$ cat src/rtl/uri_percent_decoder_utf8_assert.svh
// ----------------------------------------------------------------------------
// URI percent decoder assertion macros
// Shared assertion forms for the decoder; they compile to nothing when
// NO_ASSERTIONS is defined.
// ----------------------------------------------------------------------------
`ifndef URI_PERCENT_DECODER_UTF8_ASSERT_SVH
`define URI_PERCENT_DECODER_UTF8_ASSERT_SVH

`ifndef NO_ASSERTIONS

`define UPDU8_ASSERT_IMPLY(label, clk, rst, ante, cons) \
  label: assert property (@(posedge clk) disable iff (rst) (ante) |-> (cons)) \
    else $error("assertion failed");

`define UPDU8_ASSERT_NEXT(label, clk, rst, ante, cons) \
  label: assert property (@(posedge clk) disable iff (rst) (ante) |=> (cons)) \
    else $error("assertion failed");

`else

`define UPDU8_ASSERT_IMPLY(label, clk, rst, ante, cons)

`define UPDU8_ASSERT_NEXT(label, clk, rst, ante, cons)

`endif

`endif

$ cat src/rtl/updu8_pkg.sv
// ----------------------------------------------------------------------------
// URI percent decoder package
// Beat types, parse phases and the character tables of the decoder.
// ----------------------------------------------------------------------------
package updu8_pkg;

  localparam logic [7:0] PERCENT_CHAR = 8'h25;

  typedef enum logic [1:0] {
    PH_IDLE,
    PH_HIGH,
    PH_LOW
  } phase_t;

  typedef struct packed {
    logic [7:0] in_byte;
    logic       is_last;
  } in_beat_t;

  typedef struct packed {
    logic [7:0] dec_byte;
    logic       byte_valid;
    logic       string_end;
    logic       malformed;
    logic       run_last;
  } out_beat_t;

  // Results caused by one input beat: n of them, sharing the flags.
  typedef struct packed {
    logic [1:0]       n;
    logic [2:0][7:0]  bytes;
    logic             byte_valid;
    logic             string_end;
    logic             malformed;
  } bundle_t;

  typedef struct packed {
    logic       ok;
    logic [3:0] value;
  } hex_t;

  typedef struct packed {
    logic       ok;
    logic [1:0] count;
  } lead_t;

  function automatic hex_t hex_decode(input logic [7:0] c);
    hex_t h;
    h.ok    = 1'b1;
    h.value = 4'd0;
    if (c inside {[8'h30:8'h39]}) begin
      h.value = 4'(c - 8'h30);
    end else if (c inside {[8'h41:8'h46]}) begin
      h.value = 4'(c - 8'h37);
    end else if (c inside {[8'h61:8'h66]}) begin
      h.value = 4'(c - 8'h57);
    end else begin
      h.ok = 1'b0;
    end
    return h;
  endfunction

  function automatic logic reserved_char(input logic [7:0] c);
    return c inside {8'h3B, 8'h2F, 8'h3F, 8'h3A, 8'h40, 8'h26, 8'h3D, 8'h2B,
                     8'h24, 8'h2C, 8'h23};
  endfunction

  function automatic lead_t lead_decode(input logic [7:0] b);
    lead_t l;
    l.ok    = 1'b1;
    l.count = 2'd0;
    if (b[7] == 1'b0) begin
      l.count = 2'd0;
    end else if ((b & 8'hE0) == 8'hC0) begin
      l.count = 2'd1;
    end else if ((b & 8'hF0) == 8'hE0) begin
      l.count = 2'd2;
    end else if ((b & 8'hF8) == 8'hF0) begin
      l.count = 2'd3;
    end else begin
      l.ok = 1'b0;
    end
    return l;
  endfunction

endpackage

$ cat src/rtl/updu8_parse.sv
// ----------------------------------------------------------------------------
// URI percent decoder parse stage
// Holds the escape and UTF-8 sequence state and works out the results of one
// input beat; the state advances when the beat is passed on.
// ----------------------------------------------------------------------------
module updu8_parse (
  input  logic                clk,
  input  logic                rst,
  input  logic                step,
  input  updu8_pkg::in_beat_t beat,
  input  logic                keep_reserved,
  output updu8_pkg::bundle_t  res
);

  updu8_pkg::phase_t phase, phase_next;
  logic [3:0] high_nibble, high_nibble_next;
  logic [7:0] first_hex_char, first_hex_char_next;
  logic [1:0] pending, pending_next;
  logic       error_latch, error_latch_next;

  updu8_pkg::hex_t  hx;
  updu8_pkg::lead_t ld;
  logic [7:0]       dec;
  logic [7:0]       c;

  assign c   = beat.in_byte;
  assign hx  = updu8_pkg::hex_decode(c);
  assign dec = {high_nibble, hx.value};
  assign ld  = updu8_pkg::lead_decode(dec);

  always_comb begin
    phase_next          = phase;
    high_nibble_next    = high_nibble;
    first_hex_char_next = first_hex_char;
    pending_next        = pending;
    error_latch_next    = error_latch;
    res                 = '0;
    res.byte_valid      = 1'b1;
    if (!error_latch) begin
      case (phase)
        updu8_pkg::PH_IDLE: begin
          if (c == updu8_pkg::PERCENT_CHAR) begin
            phase_next = updu8_pkg::PH_HIGH;
          end else if (pending != 2'd0) begin
            error_latch_next = 1'b1;
          end else begin
            res.n        = 2'd1;
            res.bytes[0] = c;
          end
        end
        updu8_pkg::PH_HIGH: begin
          if (!hx.ok) begin
            error_latch_next = 1'b1;
          end else begin
            high_nibble_next    = hx.value;
            first_hex_char_next = c;
            phase_next          = updu8_pkg::PH_LOW;
          end
        end
        updu8_pkg::PH_LOW: begin
          phase_next = updu8_pkg::PH_IDLE;
          if (!hx.ok) begin
            error_latch_next = 1'b1;
          end else if (pending != 2'd0) begin
            if (dec[7:6] != 2'b10) begin
              error_latch_next = 1'b1;
            end else begin
              res.n        = 2'd1;
              res.bytes[0] = dec;
              pending_next = pending - 2'd1;
            end
          end else if (keep_reserved && !dec[7] && updu8_pkg::reserved_char(dec)) begin
            res.n        = 2'd3;
            res.bytes[0] = updu8_pkg::PERCENT_CHAR;
            res.bytes[1] = first_hex_char;
            res.bytes[2] = c;
          end else if (!ld.ok) begin
            error_latch_next = 1'b1;
          end else begin
            res.n        = 2'd1;
            res.bytes[0] = dec;
            pending_next = ld.count;
          end
        end
        default: begin
          phase_next = updu8_pkg::PH_IDLE;
        end
      endcase
    end
    if (error_latch_next) begin
      res.n = 2'd0;
    end
    if (beat.is_last) begin
      if (phase_next != updu8_pkg::PH_IDLE || pending_next != 2'd0) begin
        error_latch_next = 1'b1;
      end
      if (error_latch_next) begin
        res            = '0;
        res.n          = 2'd1;
        res.string_end = 1'b1;
        res.malformed  = 1'b1;
      end else if (res.n == 2'd0) begin
        res            = '0;
        res.n          = 2'd1;
        res.string_end = 1'b1;
      end else begin
        res.string_end = 1'b1;
      end
      phase_next          = updu8_pkg::PH_IDLE;
      high_nibble_next    = 4'd0;
      first_hex_char_next = 8'd0;
      pending_next        = 2'd0;
      error_latch_next    = 1'b0;
    end
  end

  always_ff @(posedge clk) begin
    if (rst) begin
      phase          <= updu8_pkg::PH_IDLE;
      high_nibble    <= 4'd0;
      first_hex_char <= 8'd0;
      pending        <= 2'd0;
      error_latch    <= 1'b0;
    end else if (step) begin
      phase          <= phase_next;
      high_nibble    <= high_nibble_next;
      first_hex_char <= first_hex_char_next;
      pending        <= pending_next;
      error_latch    <= error_latch_next;
    end
  end

endmodule

$ cat src/rtl/uri_percent_decoder_utf8.sv
// ----------------------------------------------------------------------------
// URI percent decoder with UTF-8 checking
// Decodes a percent-encoded string one byte per beat and flags bad strings.
// ----------------------------------------------------------------------------
// Each input beat is registered, parsed by short logic and its results are
// loaded into a result register that is read out one beat per cycle while
// out_stall is low, so plain text and ordinary escapes (at most one result
// per byte) stream at one byte per clock; a reserved escape kept verbatim
// yields three results and holds the result register until all are read.
// Input passes the input and result registers. A malformed string produces no
// bytes after the fault and ends with a single beat carrying malformed.
module uri_percent_decoder_utf8 (
  input  logic                 clk,
  input  logic                 rst,
  input  logic                 cfg_we,
  input  logic                 cfg_wdata,
  input  logic                 in_valid,
  output logic                 in_stall,
  input  updu8_pkg::in_beat_t  in_data,
  output logic                 out_valid,
  input  logic                 out_stall,
  output updu8_pkg::out_beat_t out_data
);

`include "uri_percent_decoder_utf8_assert.svh"

  logic                keep_reserved;
  logic                in_reg_valid;
  updu8_pkg::in_beat_t in_reg;
  updu8_pkg::bundle_t  res;
  logic                bund_valid;
  logic [2:0][7:0]     bund_bytes;
  logic                bund_bv;
  logic                bund_end;
  logic                bund_bad;
  logic [1:0]          last_idx;
  logic [1:0]          idx;
  logic                out_take;
  logic                bund_done;
  logic                move;
  logic                in_take;
  logic                at_last;

  always_ff @(posedge clk) begin
    if (rst) begin
      keep_reserved <= 1'b0;
    end else if (cfg_we) begin
      keep_reserved <= cfg_wdata;
    end
  end

  updu8_parse u_parse (
    .clk           (clk),
    .rst           (rst),
    .step          (move),
    .beat          (in_reg),
    .keep_reserved (keep_reserved),
    .res           (res)
  );

  assign at_last   = (idx == last_idx);
  assign out_take  = out_valid && !out_stall;
  assign bund_done = out_take && at_last;
  assign move      = in_reg_valid && (!bund_valid || bund_done || res.n == 2'd0);
  assign in_stall  = in_reg_valid && !move;
  assign in_take   = in_valid && !in_stall;

  always_ff @(posedge clk) begin
    if (rst) begin
      in_reg_valid <= 1'b0;
    end else if (in_take) begin
      in_reg_valid <= 1'b1;
    end else if (move) begin
      in_reg_valid <= 1'b0;
    end
  end

  always_ff @(posedge clk) begin
    if (in_take) begin
      in_reg <= in_data;
    end
  end

  always_ff @(posedge clk) begin
    if (rst) begin
      bund_valid <= 1'b0;
      idx        <= 2'd0;
    end else if (move && res.n != 2'd0) begin
      bund_valid <= 1'b1;
      idx        <= 2'd0;
    end else if (bund_done) begin
      bund_valid <= 1'b0;
      idx        <= 2'd0;
    end else if (out_take) begin
      idx <= idx + 2'd1;
    end
  end

  always_ff @(posedge clk) begin
    if (move && res.n != 2'd0) begin
      bund_bytes <= res.bytes;
      bund_bv    <= res.byte_valid;
      bund_end   <= res.string_end;
      bund_bad   <= res.malformed;
      last_idx   <= res.n - 2'd1;
    end
  end

  assign out_valid = bund_valid;

  always_comb begin
    case (idx)
      2'd0:    out_data.dec_byte = bund_bytes[0];
      2'd1:    out_data.dec_byte = bund_bytes[1];
      2'd2:    out_data.dec_byte = bund_bytes[2];
      default: out_data.dec_byte = 8'd0;
    endcase
    out_data.byte_valid = bund_bv;
    out_data.string_end = bund_end && at_last;
    out_data.malformed  = bund_bad && at_last;
    out_data.run_last   = at_last;
  end

  `UPDU8_ASSERT_IMPLY(a_idx_in_range, clk, rst, out_valid, idx <= last_idx)
  `UPDU8_ASSERT_IMPLY(a_bad_is_end, clk, rst, out_valid && out_data.malformed,
                      out_data.string_end && !out_data.byte_valid)
  `UPDU8_ASSERT_NEXT(a_run_continues, clk, rst, out_take && !at_last, out_valid)
  `UPDU8_ASSERT_IMPLY(a_no_load_over, clk, rst, move && res.n != 2'd0,
                      !bund_valid || bund_done)

endmodule
$ cat config.mk
export PLATFORM = sky130hd
export DESIGN_NAME = uri_percent_decoder_utf8
export DESIGN_NICKNAME = d
export VERILOG_FILES = /design/src/rtl/updu8_pkg.sv /design/src/rtl/updu8_parse.sv /design/src/rtl/uri_percent_decoder_utf8.sv
export VERILOG_INCLUDE_DIRS = /design/src /design/src/rtl
export SDC_FILE = /design/constraint.sdc
export NUM_CORES = 1
export LEC_CHECK = 0
export CAP_MARGIN = 30
export CORE_ASPECT_RATIO = 1.2
export CORE_MARGIN = 2
export CORE_UTILIZATION = 40
export CTS_CLUSTER_SIZE = 16
export DETAILED_ROUTE_END_ITERATION = 10
export DONT_BUFFER_PORTS = 1
export HOLD_SLACK_MARGIN = 0.12
export PLACE_DENSITY = 0.56
export SLEW_MARGIN = 20
export SYNTH_ARGS = -nofsm -noshare
export SYNTH_HDL_FRONTEND = slang
export SYNTH_SLANG_ARGS = --single-unit
$ cat constraint.sdc
create_clock -name clk -period 5.3 [get_ports clk]
set_input_delay 1.06 -clock clk [delete_from_list [all_inputs] [get_ports clk]]
set_output_delay 1.06 -clock clk [all_outputs]
set_load 0.05 [all_outputs]
; Yosys cells after proc, flatten, opt, wreduce, memory -nomap -nowiden
; Index checks and enable logic that the tools add are counted.
[word_totals]
ff_bits = 60
latch_bits = 0
mem_bits_rw = 0
mem_bits_ro = 0
in_bits = 15
memories = 0
[classes]
addsub = 6
mul = 0
div = 0
magnitude_cmp = 6
eq_ne = 22
n_shift = 0
muxes = 76
bitwise_logic = 0
reduce_logical = 36
[ops]
columns = operator, n
row1 = equality test 8 x 6 -> 1 bit (second input constant), 11
row2 = two-way mux 8 bit, 10
row3 = two-way mux 29 bit, 2
row4 = two-way mux 26 bit, 2
row5 = two-way mux 16 bit, 3
row6 = two-way mux 2 bit, 20
row7 = two-way mux 4 bit, 7
row8 = two-way mux 27 bit, 1
row9 = two-way mux 1 bit, 26
row10 = case mux 8 bit (3 select lines), 1
row11 = greater-or-equal comparator 8 x 7 -> 1 bit (second input constant), 2
row12 = less-or-equal comparator 8 x 7 -> 1 bit (second input constant), 2
row13 = case mux 8 bit (2 select lines), 1
row14 = nonzero test 2 bit, 8
row15 = logical AND 1 bit, 13
row16 = nonzero test 11 bit, 1
row17 = equality test 8 x 7 -> 1 bit (second input constant), 1
row18 = greater-or-equal comparator 8 x 6 -> 1 bit (second input constant), 1
row19 = less-or-equal comparator 8 x 6 -> 1 bit (second input constant), 1
row20 = logical NOT 2 bit, 4
row21 = case mux 2 bit (2 select lines), 2
row22 = subtractor 4 x 3 -> 4 bit (second input constant), 2
row23 = equality test 5 bit (second input constant), 1
row24 = logical NOT 1 bit, 5
row25 = 13 further kinds, 19

; Depth between registers and ports, before layout
; Gate-level depths: netlist (run 1).
[depth]
word_depth = 30
mapped_depth = 19

; Modules after synthesis
; Synthesis (run 1) repeated with hierarchy kept, for this count alone.
[hier_totals]
hier_cells = 357
area_unflattened_um2 = 3444.6
[by_module_without_submodules]
columns = mod, instances, cells_each, area_per_inst_um2, seq_area_each_um2
row1 = updu8_parse, 1, 257, 1801.7, 340.3
row2 = uri_percent_decoder_utf8, 1, 100, 1642.8, 1241.2

; Least setup slack after synthesis (run 1)
; OpenSTA, ideal clock, no wires.
[synth_path]
path_type = register to register
start = register in_reg[2] (netlist bit)
end = register idx[0]
setup_ps = 115
t_arrival_ps = 4726
required_ps = 5185
slack_ps = 460
stages_incl_launch_ff = 19
path_buffers = 2
period_less_slack_ps = 4840
cell_sequence = edfxtp_1 -> buf_2 -> inv_1 -> ha_1 -> nand2b_1 -> o211a_1 -> a22o_2 -> a2111oi_2 -> a221oi_4 -> nor2b_4 -> and2_2 -> buf_2 -> o22a_1 -> ha_1 -> o21ai_0 -> nor2_1 -> inv_1 -> nand2_1 -> nor2_1
[synth_via]
elab_chain_len = 27
[synth_rtl]
columns = item, line_no
row1 = from (decl), uri_percent_decoder_utf8.sv:29  ; updu8_pkg::in_beat_t in_reg;
row2 = from (signal assigned), uri_percent_decoder_utf8.sv:80  ; in_reg <= in_data;
row3 = greater-or-equal comparator 8 x 7 -> 1 bit or less-or-equal comparator 8 x 7 -> 1 bit (tied branches), updu8_pkg.sv:55  ; end else if (c inside {[8'h61:8'h66]}) begin
row4 = logical AND 1 bit, updu8_pkg.sv:55
row5 = two-way mux 4 bit, updu8_pkg.sv:55
row6 = two-way mux 4 bit, updu8_pkg.sv:53  ; end else if (c inside {[8'h41:8'h46]}) begin
row7 = two-way mux 4 bit, updu8_pkg.sv:51  ; if (c inside {[8'h30:8'h39]}) begin
row8 = equality test 5 bit, updu8_pkg.sv:78  ; end else if ((b & 8'hF8) == 8'hF0) begin
row9 = two-way mux 2 bit or two-way mux 1 bit (tied branches), updu8_pkg.sv:78
row10 = two-way mux 2 bit or two-way mux 1 bit (tied branches), updu8_pkg.sv:76  ; end else if ((b & 8'hF0) == 8'hE0) begin
row11 = [11 not listed], -
row12 = two-way mux 1 bit, updu8_parse.sv:93  ; if (beat.is_last) begin
row13 = two-way mux 29 bit, updu8_parse.sv:97  ; if (error_latch_next) begin
row14 = two-way mux 29 bit *, updu8_parse.sv:93
row15 = logical NOT 2 bit, uri_percent_decoder_utf8.sv:64  ; assign move = in_reg_valid && (!bund_valid || bund_done || res.n == 2'd0);
row16 = logical OR 1 bit, uri_percent_decoder_utf8.sv:64
row17 = logical AND 1 bit, uri_percent_decoder_utf8.sv:64
row18 = logical AND 1 bit *, uri_percent_decoder_utf8.sv:88  ; end else if (move && res.n != 2'd0) begin
row19 = OR reduction 3 bit (no line) *, -
row20 = to (signal assigned), uri_percent_decoder_utf8.sv:95  ; idx <= idx + 2'd1;
row21 = to (decl), uri_percent_decoder_utf8.sv:37  ; logic [1:0] idx;
; Mark *: on every way between the ends. The rest lies on a longest branch, timed or not. The select of a mux whose other input is x is not followed.
; A chain may end at the register's enable or synchronous reset.

; Worst setup path in the final report (run 1)
[layout_path]
start = register in_reg[1] (netlist bit)
end = output in_stall
[layout_via]
elab_chain_len = 27
[layout_rtl]
columns = item, line_no
row1 = greater-or-equal comparator 8 x 7 -> 1 bit or less-or-equal comparator 8 x 7 -> 1 bit (tied branches), updu8_pkg.sv:55
row2 = logical AND 1 bit, updu8_pkg.sv:55
row3 = two-way mux 4 bit, updu8_pkg.sv:55
row4 = two-way mux 4 bit, updu8_pkg.sv:53
row5 = two-way mux 4 bit, updu8_pkg.sv:51
row6 = equality test 5 bit, updu8_pkg.sv:78
row7 = two-way mux 2 bit or two-way mux 1 bit (tied branches), updu8_pkg.sv:78
row8 = two-way mux 2 bit or two-way mux 1 bit (tied branches), updu8_pkg.sv:76
row9 = [11 not listed], -
row10 = two-way mux 1 bit, updu8_parse.sv:93
row11 = two-way mux 29 bit, updu8_parse.sv:97
row12 = two-way mux 29 bit *, updu8_parse.sv:93
row13 = logical NOT 2 bit *, uri_percent_decoder_utf8.sv:64
row14 = logical OR 1 bit *, uri_percent_decoder_utf8.sv:64
row15 = logical AND 1 bit *, uri_percent_decoder_utf8.sv:64
row16 = logical NOT 1 bit *, uri_percent_decoder_utf8.sv:65  ; assign in_stall = in_reg_valid && !move;
row17 = logical AND 1 bit *, uri_percent_decoder_utf8.sv:65
row18 = to (decl), uri_percent_decoder_utf8.sv:18  ; output logic in_stall,
; Marks and branches as above.

==> impl_results.md, run 1 <==
- Max Cap Viol: 0
- Met2 Track Usage GR: 0.286
- Clk root buf: clkbuf_8
- Hold worst-path end: u_parse.first_hex_char[7]
- Vias in the first global route: 2,290
- Synth Instances: between 300 and 400
- Hold Crit Start: u_parse.first_hex_char[7]
- Worst-case reg-to-reg path depth: 15
- Hold crit path type: flop to flop
- Peak Freq: roughly 0.20 GHz
- CP Max Fanout: 17
- Initial Utilization: 0.416
- Most used routing layer: met2
- Sum Neg Setup Slack: 0 ns
- Yosys top cell by area: edfxtp_1
- Row cnt: 35
- WL/cell: roughly 18 µm
- Die area: roughly 8800 µm²
- Internal power: 0.815 mW
- Pre-antenna DRT Iters: 6
- Final slew viol count: 0
- Critical-path cell list: inv_1, ha_1, nand2b_1, o211a_1, a22o_2, a2111oi_2, a221oi_4, nor2b_4, and2_4, o22a_1, ha_1, nor2_1, nand2_1, clkinvlp_4
- Kind of critical path: flop to output port
- Ys async rst share: 0
- Yosys reg bits: 60
- Worst EP required: around 4.2 ns
- Max reg flops: 24
- Met3 usage: 0.0485
- Total CTS buffers: 9
- DP Worst Slack: ~0.47 ns
- Net Sw Frac: 0.237
- Post-Syn Nets: 344
- Final setup viols: 0
- Met1 Track Usage GR: 0.222
- Final Cycle Share: 0.944
- Placed insts: roughly 390
- DIE WIDTH: 86.0 µm
- I/O pin cnt: 29
- Chip height: roughly 100 µm
- Grt ovf: 0
- Post-detail-place hpwl: about 5.3 mm
- First-pass GRT wire length: between 10 and 15 mm
- Pwr per Cell Area: a little over 300 nW/µm²
- Largest net degree at the start of global routing: 31
- Clock power frac: 0.427
- Maximum vdd drop: approximately 0.00014 V
- Synth cell types: 62
- Setup WS post-layout: around 0.3 ns
- Slowest CP cell: edfxtp_1
- Initial antenna violation count: 0
- Maximum clock path buffer count: 2
- Top area cells in the synthesized netlist: edfxtp_1 35%, dfxtp_1 14%, nor2_1 4.8%, a22oi_1 4.0%, a222oi_1 3.7%
- Port Buffers: 0
- Final hold vios: 0
- Status: completed
- Post-synthesis cell area: about 3200 µm²
- Ys flop type: edfxtp_1
- CP Launch Type: flop
- Htree depth: 3
- Final min period: roughly 5.0 ns
- Area grow syn2layout: 9.70%
- Clock Skew: 0.0100 ns
- Top cell type's share of synthesized area: 0.354
- Share of cells above drive strength 1: 0.123
- Leakage power total: between 1 and 1.5 nW
- Syn Area/Cell: 10.1 µm²
- CTS clk-pin slew, worst paths: approximately 0.07 ns
- Antenna diode count: 0
- Top cell by count, worst path: ha_1
- Least-Margin Pin Slew: 0.942 ns
- Overall Global Routing Usage: 0.178
- Clk Latency, worst-skew pair: about 0.34 ns
- Slew margin rel.: 0.370
- Drt drc: 0
- Seq/Total Area, Yosys: 0.490
- Nets: between 300 and 400
- Sequential share of power: 0.496
- Total chip power: between 1 and 1.5 mW
- Core Util, Final: 0.456
- Net Sw Power: around 0.25 mW
- Critical path's largest stage delay: between 0.4 and 0.5 ns
- Vias/cell: 5.81
- Reg2Reg Launch Point: in_reg[1]
- Yosys warns: 0
- RSZ-0062 raised after global routing: false
- Initial DRC Count: ~190
- Final wirelength: 7.43 mm
- Antenna Nets Post-Route: 0
- Comb power frac: 0.077
- Hold path cells: 1
- Finished Layout Cells: 417
- R2R setup slack: 0.53 ns
- CTS Hold Buffers Added: 0
- Fillers: 738
- Post-synth EDFFs: 38
- CTS tree: done
- RR Endpoint: in_reg[0]
- Clk sinks: 60
- Vias post-DR: roughly 2,400
- Endpoint class of the critical path: output port
- Core ar.: 7750 µm²
- Gpl congestion: just over 0.9
- Arrival time worst endpoint: 3.94 ns
## worst max-delay path, delay by kind of cell, from the launching register on
kind	cells	cell delay, ns
flip-flops	1	0.49
AND/OR/NAND/NOR	5	0.84
AO/OA/AOI/OAI	5	1.43
buffers and inverters	2	0.44
adder cells (fa/ha/maj)	2	0.41
## cell usage after synthesis (2+ instances only)
| master | n |
|---|---|
| nand4_1 | 3 |
| a21oi_1 | 16 |
| dfxtp_1 | 22 |
| o21a_1 | 3 |
| edfxtp_1 | 38 |
| and2_1 | 4 |
| nor2b_1 | 6 |
| o21ai_0 | 9 |
| a22oi_1 | 17 |
| buf_4 | 2 |
| nor3_1 | 11 |
| and3b_1 | 2 |
| buf_1 | 3 |
| or3_1 | 2 |
| o211ai_1 | 2 |
| nand2b_1 | 2 |
| nor2_1 | 41 |
| a32oi_1 | 2 |
| xor2_1 | 2 |
| inv_1 | 18 |
| o21ai_1 | 3 |
| nand3_1 | 4 |
| nor4_1 | 2 |
| buf_2 | 4 |
| clkbuf_1 | 11 |
| and3_1 | 18 |
| o31ai_1 | 3 |
| ha_1 | 9 |
| a2bb2oi_1 | 3 |
| nand2_1 | 15 |
| a222oi_1 | 12 |
## how the worst max path moves through the flow
stage | start | to | slack, ns | cells past startpoint
2_1_floorplan | in_reg[2] | idx[0] | 0.46 | 18
3_3_place_gp | in_reg[2] | in_stall | 0.60 | 14
3_5_place_dp | in_reg[2] | in_reg[2] | 0.47 | 15
4_1_cts | in_reg[2] | in_stall | 0.09 | 14
5_1_grt | in_reg[1] | in_stall | 0.05 | 13
6_report | in_reg[1] | in_stall | 0.30 | 14
## metrics by stage
step	hold WS [ns]	area, µm²
6_report	0.501	3540
5_1_grt	0.509	3540
4_1_cts	0.496	3480
3_5_place_dp	0.480	3270
3_3_place_gp	0.475	3260
2_1_floorplan	0.424	3220
## power groups by stage
stage	clock, mW	combinational (mW)	sequential, mW
floorplan	0	0.0700	0.534
global placement	0	0.0764	0.541
detailed placement	0	0.0767	0.541
CTS	0.466	0.0771	0.531
global route	0.485	0.0892	0.532
finish	0.457	0.0823	0.530
## cell usage in the layout (no fill, tap or decap), types with 4 or more instances in the layout
| cell | count |
|---|---|
| a21oi_1 | 16 |
| nor2b_1 | 6 |
| and3_1 | 18 |
| a222oi_1 | 12 |
| nor2_1 | 40 |
| nand2_1 | 15 |
| inv_1 | 17 |
| clkbuf_8 | 10 |
| edfxtp_1 | 38 |
| ha_1 | 9 |
| and2_1 | 4 |
| dfxtp_1 | 22 |
| a22oi_1 | 17 |
| o21ai_1 | 4 |
| o21ai_0 | 8 |
| nand3_1 | 4 |
| buf_4 | 9 |
| nor3_1 | 11 |
## final cells by class
type / count / area [µm²] / area share
Tap cell: 92 / 115 / 0.0325
Clock inverter: 4 / 72.6 / 0.0205
Inverter: 18 / 71.3 / 0.0202
Sequential cell: 60 / 1580 / 0.447
Multi-Input combinational cell: 221 / 1480 / 0.418
Timing Repair Buffer: 10 / 71.3 / 0.0202
Clock buffer: 12 / 145 / 0.0410
## logic make-up (layout without fill, tap and decap cells)
kind of cell / count (synthesis) / after routing / synth area share
fa+ha+maj: 9 / 9 / 0.0349
other cells: 1 / 1 / 0.00116
mux: 2 / 2 / 0.00660
buf+inv: 39 / 44 / 0.0516
flops: 60 / 60 / 0.490
simple gates: 117 / 117 / 0.189
xor+xnor: 3 / 3 / 0.00815
compound gates: 89 / 89 / 0.218
## routing by layer
layer	part of all wire	wire, µm
met5	0	0
met1	0.44	3310
met2	0.49	3650
met3	0.037	277
met4	0.028	205
## what timing repair did
item,4_1_cts,5_1_grt
buffers inserted,0,5
hold endpoints to repair,0,0
resized for setup,0,2
setup endpoints to repair,0,1
(Power assumes the default switching activity.)
==> run 2: changes to the inputs <==
--- a/config.mk
+++ b/config.mk
@@ -6,6 +6,7 @@
 export SDC_FILE = /design/constraint.sdc
 export NUM_CORES = 1
 export LEC_CHECK = 0
+export ABC_AREA = 1
 export CAP_MARGIN = 30
 export CORE_ASPECT_RATIO = 1.2
 export CORE_MARGIN = 2
==> run 2 against run 1 <==
Net effect: critical path depth is 7 higher; maximum frequency is 9.6% higher; sequential power hardly changed; via count is 11% higher; cell area is 9.0% higher; area after synthesis is 9.7% higher; register-to-register slack better by 0.81 ns; largest power group unchanged; highest routed layer unchanged.
==> impl_results.md, run 2 <==
- Vias/cell: roughly 4.7
- Finished Layout Cells: 571
- Most common cell after layout, fill and taps aside: nand2_1
- Post-synth EDFFs: 38
- Status: completed
- Initial antenna violation count: 0
- Area grow syn2layout: 8.98%
- Overall Global Routing Usage: 0.166
- Gpl congestion: roughly 0.85
- CTS Hold Buffers Added: 0
- Clk root buf: clkbuf_8
- Vias post-DR: between 2,000 and 3,000
- Yosys reg bits: 60
- Post-synthesis cell area: 3540 µm²
- Pwr per Cell Area: approximately 280 nW/µm²
- Peak Freq: approximately 0.22 GHz
- WL/cell: around 13 µm
- Grt ovf: 0
- Yosys top cell by area: edfxtp_1
- Largest net degree at the start of global routing: 28
- Slew margin rel.: 0.408
- Antenna Nets Post-Route: 0
- Max reg flops: 24
- Port Buffers: 0
- I/O pin cnt: 29
- R2R setup slack: 1.34 ns
- Top area cells in the synthesized netlist: edfxtp_1 32%, nand2_1 14%, dfxtp_1 12%, inv_1 6.3%, nand3_1 4.4%
- Seq/Total Area, Yosys: 0.447
- Max Cap Viol: 0
- Synth cell types: 38
- Nets: approximately 470
- CP Launch Type: flop
- Clk sinks: 60
- CTS clk-pin slew, worst paths: about 0.070 ns
- Most frequent cells in the layout: 134 x nand2_1, 59 x inv_1, 38 x edfxtp_1
- Hold Crit Start: u_parse.first_hex_char[7]
- DIE WIDTH: ~90 µm
- Endpoint class of the critical path: output port
- Placed insts: roughly 560
- Clock Skew: 0.0107 ns
- Initial DRC Count: between 150 and 200
- Leakage power total: 1.65 nW
- Worst-case reg-to-reg path depth: 24
- Chip height: 107 µm
- Hold worst-path end: u_parse.first_hex_char[7]
- Ys flop type: edfxtp_1
- Final setup viols: 0
- Synth Instances: 449
- Top cell by count, worst path: nand2_1
- First-pass GRT wire length: 12.5 mm
- Kind of critical path: flop to output port
- DP Worst Slack: around 1.1 ns
- Resize count post-CTS: 0
- Sum Neg Setup Slack: 0 ns
- Critical-path cell list: inv_1, ha_1, nand2_1, nand3_2, nand2_4, nand2_2, o21ai_2, nand2_1, nand2_1, nand2_1, nand3_2, nand2_2, inv_1, nand2_1, nor2_4, nand2_1, ha_1, inv_1, nand2_1, nor2_1, buf_4
- Post-Syn Nets: 473
- Total CTS buffers: 9
- Die area: roughly 9600 µm²
- Slowest CP cell: edfxtp_1
- Final slew viol count: 0
- Maximum vdd drop: about 0.00016 V
- CP Max Fanout: 16
- Vias in the first global route: around 2,600
- Synth cell count leaders: 134 x nand2_1, 59 x inv_1, 38 x edfxtp_1
- Least-Margin Pin Slew: 0.885 ns
- Final min period: around 4.6 ns
- RSZ-0062 raised after global routing: false
- Clk Latency, worst-skew pair: 0.34 ns
- Maximum clock path buffer count: 2
- Core ar.: around 8600 µm²
- Htree depth: 3
- CTS tree: done
- Final hold vios: 0
- Final wirelength: 7.49 mm
- Syn Area/Cell: 7.88 µm²
- Arrival time worst endpoint: around 3.5 ns
- Yosys warns: 0
- Initial Utilization: 0.411
- Post-detail-place hpwl: around 5.7 mm
- Top cell type's share of synthesized area: 0.322
- Most common cell in the netlist: nand2_1
- Worst EP required: about 4.2 ns
- Pre-antenna DRT Iters: 4
- Hold crit path type: flop to flop
- Setup WS post-layout: between 0.7 and 0.8 ns
- Antenna diode count: 0
- Drt drc: 0
- RR Endpoint: u_parse.high_nibble[3]
- Final Cycle Share: 0.861
- Hold path cells: 2
- Reg2Reg Launch Point: in_reg[1]
- Ys async rst share: 0
- Critical path's largest stage delay: ~0.52 ns
- Row cnt: 37
- Post-CTS setup buffer count: 0
- Share of cells above drive strength 1: 0.152
run 2: worst max path at each step:
stage | from | to | slack (ns) | depth (start not counted)
6_report | in_reg[1] | in_stall | 0.73 | 21
5_1_grt | in_reg[1] | in_stall | 0.43 | 21
4_1_cts | in_reg[1] | in_stall | 0.72 | 21
3_5_place_dp | in_reg[1] | in_stall | 1.11 | 21
3_3_place_gp | in_reg[1] | in_stall | 1.11 | 21
2_1_floorplan | in_reg[1] | in_stall | 1.10 | 21
run 2: area by class of cell:
cell class                 instances  area, µm²
timing repair buffer               4       30.0
sequential                        60       1580
clock inverter                     7       98.8
tap                              117        146
fill                             931       4750
clock buffer                       9        124
inverter                          67        251
multi-input combinational        307       1620
run 2: metrics by stage:
step | hold WS [ns] | cell area, µm² | total power [mW] | util
floorplan | 0.419 | 3540 | 0.614 | -
global route | 0.479 | 3860 | 1.12 | 0.448
finish | 0.447 | 3860 | 1.08 | 0.448
CTS | 0.451 | 3860 | 1.09 | 0.448
detailed placement | 0.439 | 3630 | 0.632 | 0.422
global placement | 0.429 | 3630 | 0.631 | 0.422
run 2: cells by family after synthesis:
| logic type | Yosys count | synth area share |
|---|---|---|
| xor gates and xnor gates | 2 | 0.00495 |
| buffers and inverters | 82 | 0.0941 |
| DFF | 60 | 0.447 |
| and+or+nand+nor | 244 | 0.335 |
| AOI/OAI and AO/OA | 51 | 0.0859 |
| adders and majority gates | 9 | 0.0318 |
| other | 1 | 0.00106 |
run 2: power breakdown:
part / internal [mW] / switching [mW] / total (mW)
Combinational: 0.0209 / 0.0698 / 0.0908
Clock: 0.267 / 0.192 / 0.459
Sequential: 0.516 / 0.0143 / 0.530
Total: 0.804 / 0.276 / 1.08
run 2: critical path: cells and delay by family (launching register included):
family | cells | cell delay (ns)
buf+inv | 4 | 0.50
flops | 1 | 0.52
fa+ha+maj | 2 | 0.45
compound gates | 1 | 0.19
simple gates | 14 | 1.47
run 2: metal layers:
metal	GRT usage	routed length [µm]	up-vias
met2	0.284	3590	55
met5	0	0	-
met1	0.208	3560	1212
li1	-	-	1428
met4	0.0462	80	0
met3	0.0443	261	7
